===== config.mk =====
export PLATFORM = sky130hd
export DESIGN_NAME = adaptive_floor_level_scope_core
export DESIGN_NICKNAME = d
export VERILOG_FILES = /design/src/rtl/afls_pkg.sv /design/src/rtl/afls_ram.sv /design/src/rtl/afls_div.sv /design/src/rtl/adaptive_floor_level_scope_core.sv
export SDC_FILE = /design/constraint.sdc
export NUM_CORES = 2
export LEC_CHECK = 0
export ABC_CLOCK_PERIOD_IN_PS = 4800
export BUFFER_PORTS_ARGS = -buffer_cell sky130_fd_sc_hd__clkbuf_2
export CAP_MARGIN = 15
export CORE_ASPECT_RATIO = 1.2
export CORE_MARGIN = 2
export CORE_UTILIZATION = 41
export CTS_CLUSTER_DIAMETER = 120
export DETAILED_ROUTE_END_ITERATION = 8
export GPL_TIMING_DRIVEN = 0
export SKIP_LAST_GASP = 1
export SLEW_MARGIN = 10
export SYNTH_ARGS = -nofsm -noshare
export SYNTH_HDL_FRONTEND = slang
export SYNTH_HIERARCHICAL = 1
export SYNTH_SLANG_ARGS = --single-unit

===== constraint.sdc =====
create_clock -name clk -period 4.8 [get_ports clk]
set_input_delay 0.48 -clock clk [delete_from_list [all_inputs] [get_ports clk]]
set_output_delay 0.48 -clock clk [all_outputs]
set_load 0.05 [all_outputs]

===== src/rtl/afls_pkg.sv =====
// Shared types, constants and helpers for the adaptive floor level scope.
`timescale 1ns / 1ps

package afls_pkg;

  // Field widths
  localparam int SAMPLE_W = 16;
  localparam int HEIGHT_W = 3;
  localparam int MASK_W   = 7;
  localparam int COL_W    = 6;
  localparam int STEP_W   = 8;
  localparam int SHIFT_W  = 4;
  localparam int WARM_W   = 4;
  localparam int DIVD_W   = SAMPLE_W + HEIGHT_W;

  // Configuration port
  localparam int CFG_IDX_W = 3;
  localparam int CFG_W     = 16;

  localparam logic [CFG_IDX_W-1:0] CFG_NOISE_GATE       = 3'd0;
  localparam logic [CFG_IDX_W-1:0] CFG_FLOOR_RISE_STEP  = 3'd1;
  localparam logic [CFG_IDX_W-1:0] CFG_FLOOR_DROP_SHIFT = 3'd2;
  localparam logic [CFG_IDX_W-1:0] CFG_IDLE_LEVEL       = 3'd3;
  localparam logic [CFG_IDX_W-1:0] CFG_WARMUP_TICKS     = 3'd4;

  // Register reset values
  localparam logic [SAMPLE_W-1:0] NOISE_GATE_RST  = 16'd50;
  localparam logic [STEP_W-1:0]   RISE_STEP_RST   = 8'd2;
  localparam logic [SHIFT_W-1:0]  DROP_SHIFT_RST  = 4'd3;
  localparam logic [SAMPLE_W-1:0] IDLE_LEVEL_RST  = 16'd200;
  localparam logic [WARM_W-1:0]   WARMUP_RST      = 4'd7;

  // Bar drawing
  localparam logic [MASK_W-1:0] MASK_FULL     = 7'h7F;
  localparam logic [MASK_W-1:0] MASK_BASELINE = 7'h40;
  localparam logic [HEIGHT_W-1:0] HEIGHT_MAX  = 3'd7;

  // Divider status handed back to the sequencer
  typedef struct packed {
    logic                done;
    logic [HEIGHT_W-1:0] quot;
  } afls_div_res_t;

  // Top-aligned bar mask for a height, baseline pixel for zero
  function automatic logic [MASK_W-1:0] bar_mask(input logic [HEIGHT_W-1:0] h);
    logic [MASK_W-1:0] m;
    begin
      if (h == '0) begin
        m = MASK_BASELINE;
      end else begin
        m = MASK_FULL << (HEIGHT_MAX - h);
      end
      return m;
    end
  endfunction

endpackage


===== src/rtl/afls_ram.sv =====
// Generic single-port-write, single-port-read RAM with registered read data.
`timescale 1ns / 1ps

module afls_ram #(
  parameter int WIDTH = 16,
  parameter int DEPTH = 43
) (
  input  logic                                   clk,
  input  logic                                   we,
  input  logic [((DEPTH > 1) ? $clog2(DEPTH) : 1)-1:0] waddr,
  input  logic [WIDTH-1:0]                       wdata,
  input  logic [((DEPTH > 1) ? $clog2(DEPTH) : 1)-1:0] raddr,
  output logic [WIDTH-1:0]                       rdata
);

  logic [WIDTH-1:0] mem [DEPTH];

  // Write port
  always_ff @(posedge clk) begin
    if (we) begin
      mem[waddr] <= wdata;
    end
  end

  // Registered read port
  always_ff @(posedge clk) begin
    rdata <= mem[raddr];
  end

endmodule


===== src/rtl/afls_div.sv =====
// Radix-2 divider for bar heights: quotient of 7*v by the range, three bits.
`timescale 1ns / 1ps

module afls_div
  import afls_pkg::*;
(
  input  logic                clk,
  input  logic                rst_n,
  input  logic                start,
  input  logic [SAMPLE_W-1:0] dividend,
  input  logic [SAMPLE_W-1:0] divisor,
  output logic                busy,
  output afls_div_res_t       res
);

  logic [SAMPLE_W-1:0] v_r;
  logic [SAMPLE_W-1:0] dvs_r;
  logic [DIVD_W-1:0]   rem_r;
  logic [HEIGHT_W-1:0] q_r;
  logic [1:0]          cnt_r;
  logic                ld_r;
  logic                busy_r;
  logic                done_r;

  logic [DIVD_W-1:0]   trial;
  logic                fits;

  // Shifted divisor for the current quotient bit
  always_comb begin
    trial = {{HEIGHT_W{1'b0}}, dvs_r} << cnt_r;
    fits  = (rem_r >= trial);
  end

  // Control: load, scale by seven, then one quotient bit per cycle
  always_ff @(posedge clk) begin
    if (!rst_n) begin
      ld_r   <= 1'b0;
      busy_r <= 1'b0;
      done_r <= 1'b0;
      cnt_r  <= '0;
    end else begin
      done_r <= 1'b0;
      if (start) begin
        ld_r   <= 1'b1;
        busy_r <= 1'b1;
      end else if (ld_r) begin
        ld_r  <= 1'b0;
        cnt_r <= 2'd2;
      end else if (busy_r) begin
        if (cnt_r == 2'd0) begin
          busy_r <= 1'b0;
          done_r <= 1'b1;
        end else begin
          cnt_r <= cnt_r - 2'd1;
        end
      end
    end
  end

  // Datapath
  always_ff @(posedge clk) begin
    if (start) begin
      v_r   <= dividend;
      dvs_r <= divisor;
    end else if (ld_r) begin
      rem_r <= {v_r, {HEIGHT_W{1'b0}}} - {{HEIGHT_W{1'b0}}, v_r};
      q_r   <= '0;
    end else if (busy_r) begin
      if (fits) begin
        rem_r <= rem_r - trial;
      end
      q_r <= {q_r[HEIGHT_W-2:0], fits};
    end
  end

  assign busy      = busy_r | ld_r;
  assign res.done  = done_r;
  assign res.quot  = q_r;

endmodule


===== src/rtl/adaptive_floor_level_scope_core.sv =====
// Top level of the adaptive floor level scope: sequencer, ring, floor and output stage.
`timescale 1ns / 1ps

// Usage
// in_*  : one transaction per display tick. in_tdata = amplitude; in_tuser carries
//         transmit, keyed and display flags. in_tready is high only while the
//         sequencer is idle; one tick is worked on at a time.
// out_* : one transaction per display column, oldest sample first, out_tlast on the
//         final column. out_tdata = column, height, pixel mask.
// cfg_* : register write; index 0 noise gate, 1 rise step, 2 drop shift,
//         3 idle level, 4 warm-up ticks. Higher indexes are ignored.
// Sequence: a tick that ends the session or is not keyed is taken in the idle state.
//   A keyed tick with the display off reads and writes back its ring entry.
//   With the display on there follow a min/max walk over the ring memory, the floor
//   and range states, then per column a ring read and a draw, with the divider (load,
//   scale, three quotient bits) between them when the gate passes. The single ring
//   read port and the shared divider make the columns go one after another.
// Reset: configuration returns to defaults, the session is closed and the ring
//   reads as the idle level through per-entry valid bits, with no clearing pass.
// Stall: a column waits in the output register; the column walk halts until
//   out_tready takes it, and no input is accepted meanwhile.

module adaptive_floor_level_scope_core
  import afls_pkg::*;
#(
  parameter int WINDOW = 43
) (
  input  logic                 clk,
  input  logic                 rst_n,
  // Input stream
  input  logic                 in_tvalid,
  output logic                 in_tready,
  input  logic [15:0]          in_tdata,   // [15:0] amplitude
  input  logic [2:0]           in_tuser,   // [0] in_transmit, [1] keyed, [2] display_on
  // Output stream
  output logic                 out_tvalid,
  input  logic                 out_tready,
  output logic [15:0]          out_tdata,  // [5:0] column, [8:6] height, [15:9] pixel_mask
  output logic                 out_tlast,  // last
  // Configuration
  input  logic                 cfg_we,
  input  logic [CFG_IDX_W-1:0] cfg_addr,
  input  logic [CFG_W-1:0]     cfg_wdata
);

  localparam int PTR_W = (WINDOW > 1) ? $clog2(WINDOW) : 1;
  localparam int SC_W  = $clog2(WINDOW + 1);
  localparam logic [PTR_W-1:0] LAST_IDX = PTR_W'(WINDOW - 1);
  localparam logic [SC_W-1:0]  SCAN_END = SC_W'(WINDOW);

  typedef enum logic [8:0] {
    S_IDLE   = 9'b000000001,
    S_WRITE  = 9'b000000010,
    S_SCAN   = 9'b000000100,
    S_FLOOR  = 9'b000001000,
    S_FLOOR2 = 9'b000010000,
    S_RANGE  = 9'b000100000,
    S_CDAT   = 9'b001000000,
    S_CDIV   = 9'b010000000,
    S_COUT   = 9'b100000000
  } state_t;

  state_t state_r, state_nxt;

  // Configuration registers
  logic [SAMPLE_W-1:0] noise_gate_r;
  logic [STEP_W-1:0]   rise_step_r;
  logic [SHIFT_W-1:0]  drop_shift_r;
  logic [SAMPLE_W-1:0] idle_level_r;
  logic [WARM_W-1:0]   warmup_ticks_r;

  // Session state
  logic                session_r;
  logic [PTR_W-1:0]    wp_r;
  logic [SAMPLE_W-1:0] floor_r;
  logic [WARM_W-1:0]   warm_r;
  logic [SAMPLE_W-1:0] clear_val_r;
  logic [WINDOW-1:0]   vld_r;

  // Per-tick work registers
  logic [SAMPLE_W-1:0] amp_r;
  logic                disp_r;
  logic                store_r;
  logic                vld_q_r;
  logic [SC_W-1:0]     scan_cnt_r;
  logic                sdv_r;
  logic                sfirst_r;
  logic [SAMPLE_W-1:0] mn_r;
  logic [SAMPLE_W-1:0] mx_r;
  logic                gt_r;
  logic [SAMPLE_W-1:0] excess_r;
  logic [SAMPLE_W-1:0] range_r;
  logic [PTR_W-1:0]    rp_r;
  logic [PTR_W-1:0]    col_r;
  logic [HEIGHT_W-1:0] h_r;

  // Output register
  logic                out_tvalid_r;
  logic [15:0]         out_tdata_r;
  logic                out_tlast_r;

  // Combinational
  logic                accept;
  logic                in_tx, in_key, in_disp;
  logic                start;
  logic [PTR_W-1:0]    eff_wp;
  logic [WARM_W-1:0]   eff_warm;
  logic [PTR_W-1:0]    rd_addr;
  logic [SAMPLE_W-1:0] ram_q;
  logic [SAMPLE_W-1:0] rd_sample;
  logic [SAMPLE_W-1:0] wr_val;
  logic                ram_we;
  logic [PTR_W-1:0]    wp_inc;
  logic [PTR_W-1:0]    rp_inc;
  logic [SAMPLE_W-1:0] v_val;
  logic                gate_ok;
  logic                out_free;
  logic [SAMPLE_W:0]   rise_sum;
  logic                div_start;
  logic                div_busy;
  afls_div_res_t       div_res;

  assign in_tready = (state_r == S_IDLE);
  assign accept    = in_tvalid && in_tready;
  assign in_tx     = in_tuser[0];
  assign in_key    = in_tuser[1];
  assign in_disp   = in_tuser[2];
  assign start     = accept && in_tx && in_key && !session_r;
  assign eff_wp    = start ? '0 : wp_r;
  assign eff_warm  = start ? '0 : warm_r;
  assign wp_inc    = (wp_r == LAST_IDX) ? '0 : wp_r + 1'b1;
  assign rp_inc    = (rp_r == LAST_IDX) ? '0 : rp_r + 1'b1;
  assign out_free  = !out_tvalid_r || out_tready;

  // Ring entries never written since session start read as the clear value
  assign rd_sample = vld_q_r ? ram_q : clear_val_r;

  // Select the ring read address
  always_comb begin
    case (state_r)
      S_IDLE:  rd_addr = eff_wp;
      S_SCAN:  rd_addr = (scan_cnt_r == SCAN_END) ? '0 : scan_cnt_r[PTR_W-1:0];
      S_COUT:  rd_addr = rp_inc;
      default: rd_addr = rp_r;
    endcase
  end

  // Write-back value: new sample after warm-up, else the entry's current value; zero replaced by idle level
  always_comb begin
    wr_val = store_r ? amp_r : rd_sample;
    if (wr_val == '0) begin
      wr_val = idle_level_r;
    end
  end
  assign ram_we = (state_r == S_WRITE);

  afls_ram #(
    .WIDTH (SAMPLE_W),
    .DEPTH (WINDOW)
  ) u_ring (
    .clk   (clk),
    .we    (ram_we),
    .waddr (wp_r),
    .wdata (wr_val),
    .raddr (rd_addr),
    .rdata (ram_q)
  );

  // Column level above the floor and gate check
  assign v_val     = (rd_sample > floor_r) ? rd_sample - floor_r : '0;
  assign gate_ok   = (range_r >= noise_gate_r) && (range_r != '0);
  assign div_start = (state_r == S_CDAT) && gate_ok;
  assign rise_sum  = {1'b0, floor_r} + {{(SAMPLE_W + 1 - STEP_W){1'b0}}, rise_step_r};

  afls_div u_div (
    .clk      (clk),
    .rst_n    (rst_n),
    .start    (div_start),
    .dividend (v_val),
    .divisor  (range_r),
    .busy     (div_busy),
    .res      (div_res)
  );

  // Next state
  always_comb begin
    state_nxt = state_r;
    case (state_r)
      S_IDLE:   if (accept && in_tx && in_key) state_nxt = S_WRITE;
      S_WRITE:  state_nxt = disp_r ? S_SCAN : S_IDLE;
      S_SCAN:   if (sdv_r && scan_cnt_r == SCAN_END) state_nxt = S_FLOOR;
      S_FLOOR:  state_nxt = S_FLOOR2;
      S_FLOOR2: state_nxt = S_RANGE;
      S_RANGE:  state_nxt = S_CDAT;
      S_CDAT:   state_nxt = gate_ok ? S_CDIV : S_COUT;
      S_CDIV:   if (div_res.done) state_nxt = S_COUT;
      S_COUT: begin
        if (out_free) begin
          state_nxt = (col_r == LAST_IDX) ? S_IDLE : S_CDAT;
        end
      end
      default:  state_nxt = S_IDLE;
    endcase
  end

  // Control state
  always_ff @(posedge clk) begin
    if (!rst_n) begin
      state_r        <= S_IDLE;
      noise_gate_r   <= NOISE_GATE_RST;
      rise_step_r    <= RISE_STEP_RST;
      drop_shift_r   <= DROP_SHIFT_RST;
      idle_level_r   <= IDLE_LEVEL_RST;
      warmup_ticks_r <= WARMUP_RST;
      session_r      <= 1'b0;
      wp_r           <= '0;
      floor_r        <= IDLE_LEVEL_RST;
      warm_r         <= '0;
      clear_val_r    <= IDLE_LEVEL_RST;
      vld_r          <= '0;
      out_tvalid_r   <= 1'b0;
    end else begin
      state_r <= state_nxt;

      // Register writes
      if (cfg_we) begin
        case (cfg_addr)
          CFG_NOISE_GATE:       noise_gate_r   <= cfg_wdata;
          CFG_FLOOR_RISE_STEP:  rise_step_r    <= cfg_wdata[STEP_W-1:0];
          CFG_FLOOR_DROP_SHIFT: drop_shift_r   <= cfg_wdata[SHIFT_W-1:0];
          CFG_IDLE_LEVEL:       idle_level_r   <= cfg_wdata;
          CFG_WARMUP_TICKS:     warmup_ticks_r <= cfg_wdata[WARM_W-1:0];
          default: ;
        endcase
      end

      // Session open and close
      if (accept && !in_tx) begin
        session_r <= 1'b0;
      end
      if (start) begin
        session_r   <= 1'b1;
        wp_r        <= '0;
        floor_r     <= idle_level_r;
        warm_r      <= '0;
        clear_val_r <= idle_level_r;
        vld_r       <= '0;
      end

      // Write back the ring entry and advance
      if (state_r == S_WRITE) begin
        vld_r[wp_r] <= 1'b1;
        wp_r        <= wp_inc;
        if (!store_r) begin
          warm_r <= warm_r + 1'b1;
        end
      end

      // Floor update
      if (state_r == S_FLOOR2) begin
        if (gt_r) begin
          floor_r <= (excess_r >= floor_r) ? '0 : floor_r - excess_r - 1'b1;
        end else begin
          floor_r <= rise_sum[SAMPLE_W] ? {SAMPLE_W{1'b1}} : rise_sum[SAMPLE_W-1:0];
        end
      end

      // Output register
      if (state_r == S_COUT && out_free) begin
        out_tvalid_r <= 1'b1;
      end else if (out_tready) begin
        out_tvalid_r <= 1'b0;
      end
    end
  end

  // Work registers
  always_ff @(posedge clk) begin
    vld_q_r <= start ? 1'b0 : vld_r[rd_addr];

    if (accept) begin
      amp_r   <= in_tdata;
      disp_r  <= in_disp;
      store_r <= (eff_warm >= warmup_ticks_r);
    end

    // Min/max walk over the ring
    if (state_r == S_WRITE) begin
      scan_cnt_r <= '0;
      rp_r       <= wp_inc;
    end else if (state_r == S_SCAN && scan_cnt_r != SCAN_END) begin
      scan_cnt_r <= scan_cnt_r + 1'b1;
    end
    sdv_r    <= (state_r == S_SCAN) && (scan_cnt_r != SCAN_END);
    sfirst_r <= (scan_cnt_r == '0);
    if (sdv_r) begin
      if (sfirst_r || rd_sample < mn_r) mn_r <= rd_sample;
      if (sfirst_r || rd_sample > mx_r) mx_r <= rd_sample;
    end

    // Floor excess over the minimum
    if (state_r == S_FLOOR) begin
      gt_r     <= (floor_r > mn_r);
      excess_r <= (floor_r - mn_r) >> drop_shift_r;
    end

    // Range against the updated floor
    if (state_r == S_RANGE) begin
      range_r <= (mx_r > floor_r) ? mx_r - floor_r : '0;
      col_r   <= '0;
    end

    // Column height
    if (state_r == S_CDAT && !gate_ok) begin
      h_r <= '0;
    end else if (state_r == S_CDIV && div_res.done) begin
      h_r <= div_res.quot;
    end

    // Draw the column and move to the next
    if (state_r == S_COUT && out_free) begin
      out_tdata_r <= {bar_mask(h_r), h_r, COL_W'(col_r)};
      out_tlast_r <= (col_r == LAST_IDX);
      col_r       <= col_r + 1'b1;
      rp_r        <= rp_inc;
    end
  end

  assign out_tvalid = out_tvalid_r;
  assign out_tdata  = out_tdata_r;
  assign out_tlast  = out_tlast_r;

`ifndef ASSERT_OFF
  // No new tick while the divider still works on a column
  a_idle_div: assert property (@(posedge clk) disable iff (!rst_n)
    in_tready |-> !div_busy)
    else $error("input accepted while divider busy");

  // Divider results arrive only when the sequencer waits for them
  a_div_done: assert property (@(posedge clk) disable iff (!rst_n)
    div_res.done |-> (state_r == S_CDIV))
    else $error("divider result outside wait state");

  // Ring pointers stay inside the window; the read pointer is loaded on the write step
  a_ptr_range: assert property (@(posedge clk) disable iff (!rst_n)
    (wp_r <= LAST_IDX) &&
    ((state_r == S_IDLE) || (state_r == S_WRITE) || (rp_r <= LAST_IDX)))
    else $error("ring pointer beyond window");

  // Ring write happens in the cycle after a keyed transmit tick
  a_write_seq: assert property (@(posedge clk) disable iff (!rst_n)
    (accept && in_tx && in_key) |=> ram_we)
    else $error("ring write missing after keyed tick");
`endif

endmodule

==> impl_results.md <==
* Layout cell share with drive strength beyond 1 at 0.1495
* RSZ-0062 raised after global routing: true
* Row count at 138
* Mapped Cells at 3714
* Placed cells at 5378
* Synthesized Nets at 3944
* Critical-path top delay cell: buf_1
* Final GP Congestion at 0.9507
* DR vias at 31.59k
* Nets@finish at 4197
* Total clock sinks at 1031
* Initial DRC count at 3136
* Power per cell area at 435.6 mW/mm^2
* Peak supply drop at 0.3434 mV
* Util after Layout at 0.4758
* Clock Tree Root: clkbuf_16
* Final hold vios at 0
* CP Cell Sequence: nor4_4, and2_1, o21ai_2, a211oi_2, buf_4, clkinvlp_4, buf_2, nor2_1, buf_1, a21oi_1, a221oi_1, o31ai_1
* Synth async-reset ratio at 0
* Antenna violations before repair at 2
* Avg Cell Area, Syn at 13.07 sq um
* Setup TNS at 0 ns
* Slew HR at 0.3125
* Vias in the first global route at 31.48k
* Synth warn at 6
* Residual DRC at 0
* DP Worst Slack at -0.4483 ns
* Largest fanout on the critical path at 10
* Seq/Total Area, Yosys at 0.6013
* Type of origin of the critical path: flip-flop
* Slew Viols, Final at 0
* Final setup viols at 0
* Drt total wl at 135.4 mm
* Core area at 0.1178 sq mm
* Die Y at 380.9 um
* Antenna-violating nets left at 0
* Clock Tree Buf Depth at 3
* Top_reg_cell synth: edfxtp_1
* Leakage at 19.51 nW
* EDFF count, synth at 854
* CTS Buf Count at 105
* Hold Slack at 0.05960 ns
* H-tree levels at 3
* First-pass DRT Iterations at 6
* Worst slew pin tran at 1.031 ns
* # diodes at 0
* Global Route Usage Sum at 0.2215
* Synth cell types at 94
* I/O Pins at 62
* Tcrit/Tclk final at 0.9856
* Clk_lat worst skew at 0.74 ns
* Worst-path clk slew at 0.06 ns
* Port buffer count at 61
* WS Path Type: flip-flop to flip-flop
* TritonCTS clock tree: done
* Layout area overhead at 15.43%
* Overflow after GRT at 0
* Register bit total from synthesis at 1031
* Largest net degree at the start of global routing at 31
* CP peak stage delay at 0.62 ns
* Outcome: complete, no violations
* Maximum capacitance violations at 0
* Fin crit period at 4.731 ns
* First-pass GRT wire length at 200.8 mm
* Final worst slack at 0.06933 ns
* Worst min path class: input port to flip-flop
* Crit path DAT at 5.29 ns
* Non-Filler Instances at 5594
* Post-DR vias/cell at 5.647
* Die area at 0.1212 sq mm
* Number of fill cells at 10.42k
* Die width at 318.1 um
* Worst Setup End Kind: flip-flop
* Post-Syn Area at 0.04854 sq mm
* Max Fclk at 211.4 MHz
* DP HPWL at 99.86 mm
* Drt wl/cell at 24.20 um
* Layout Skew at 0.06742 ns
* CP required at 5.36 ns
* Starting density of the core at 0.4122
## synth_stat cells, drive strengths merged, types with 47 or more instances
cell | n | area [sq um]
mux2i | 238 | 2382
nand3 | 51 | 255.2
mux4 | 101 | 2286
a21o | 65 | 488.0
clkbuf | 123 | 461.7
a22oi | 47 | 352.8
edfxtp | 854 | 25640
nor3 | 52 | 260.3
inv | 177 | 664.4
a21oi | 239 | 1196
buf | 55 | 411.7
xnor2 | 51 | 446.7
mux2 | 59 | 664.4
o211ai | 53 | 402.9
nand2 | 284 | 1066
dfxtp | 177 | 3543
ha | 181 | 2265
nor2 | 254 | 953.4
nor2b | 51 | 319.1
o21ai | 110 | 554.3
## layout make-up
class | instances | area, sq um | area share
repair buffers | 147 | 1652 | 0.02948
well taps | 1540 | 1927 | 0.03439
clock inverters | 57 | 675.6 | 0.01206
inverters | 178 | 671.9 | 0.01199
flip-flops and latches | 1031 | 29190 | 0.5210
clock buffers | 137 | 2808 | 0.05011
plain buffers | 177 | 880.8 | 0.01572
multi-input cells | 2327 | 18230 | 0.3253
## cells by family (layout without fill, tap and decap cells)
group	after synthesis	after routing	synth area share
xor gates and xnor gates	88	88	0.01588
AOI/OAI and AO/OA	755	755	0.1038
and+or+nand+nor	898	898	0.08813
DFF	1031	1031	0.6013
adders and majority gates	187	187	0.04913
buffers and inverters	356	696	0.03176
muxes	398	398	0.1099
other	1	1	0.00007726
## worst max-delay path, delay by kind of cell (launching register included)
| kind | cells | cell delay, ns |
|---|---|---|
| AND/OR/NAND/NOR | 3 | 1.08 |
| AO/OA/AOI/OAI | 5 | 1.48 |
| buffers and inverters | 4 | 1.58 |
| flip-flops | 1 | 0.38 |
## placed cells by master, fill, tap and decap left out, types with 37 or more instances in the layout
| cell type | n |
|---|---|
| o211ai_1 | 52 |
| nor2b_1 | 51 |
| edfxtp_1 | 854 |
| nor2_1 | 214 |
| a21o_1 | 65 |
| mux4_2 | 98 |
| xnor2_1 | 51 |
| nor2_2 | 39 |
| a22oi_1 | 47 |
| nand3_1 | 51 |
| o21ai_0 | 93 |
| inv_1 | 174 |
| ha_1 | 181 |
| clkbuf_16 | 105 |
| dfxtp_1 | 177 |
| mux2i_1 | 237 |
| clkbuf_1 | 138 |
| nand2_1 | 284 |
| mux2_2 | 59 |
| xor2_1 | 37 |
| clkbuf_2 | 70 |
| a21oi_1 | 238 |
| nor3_1 | 48 |
## where the power goes
part	internal, mW	switching, mW
logic	2.09	3.54
registers	10.4	0.111
clock network	4.69	3.57
total	17.2	7.22
## metrics by stage
step | power (mW) | instance area (sq um)
final | 24.41 | 56030
after global routing | 25.26 | 56030
after CTS | 24.51 | 55980
after detailed placement | 16.21 | 52250
after global placement | 15.98 | 50770
after floorplan | 14.03 | 48540
## metal layers
| layer | vias to the layer above | share of wire | global-route usage |
|---|---|---|---|
| met5 | - | 0 | 0 |
| met4 | 0 | 0.051 | 0.1101 |
| met3 | 272 | 0.061 | 0.03280 |
| met2 | 1041 | 0.48 | 0.3708 |
| met1 | 15711 | 0.41 | 0.2809 |
| li1 | 14567 | - | - |
## path summary, 6_finish.rpt
check	end	slack (ns)	cells after the start	from
hold reg to reg	noise_gate_r[13]	0.46	2	noise_gate_r[13]
hold / removal	state_r[8]	0.06	4	out_tready
setup / recovery	u_ring/rdata[15]	0.07	12	state_r[7]
setup reg to reg	u_ring/rdata[15]	0.07	12	state_r[7]
## flip-flops by register name, indices dropped and copies added (netlist names), 16 cells and up
register,flops
noise_gate_r,16
clear_val_r,16
u_ring/rdata,16
amp_r,16
u_div/rem_r,19
u_ring/mem,688
floor_r,16
out_tdata,16
u_div/dvs_r,16
excess_r,16
idle_level_r,16
vld_r,43
mn_r,16
range_r,16
u_div/v_r,16
mx_r,16
## repair_timing
item                                   CTS  global route
buffers inserted                         2             0
pin swaps                                1             0
setup endpoints to repair               99            37
endpoints found under the hold margin   21             0
hold buffers                            20             0
resized for setup                        8            20
No activity file was read; power rests on OpenSTA's default activity.
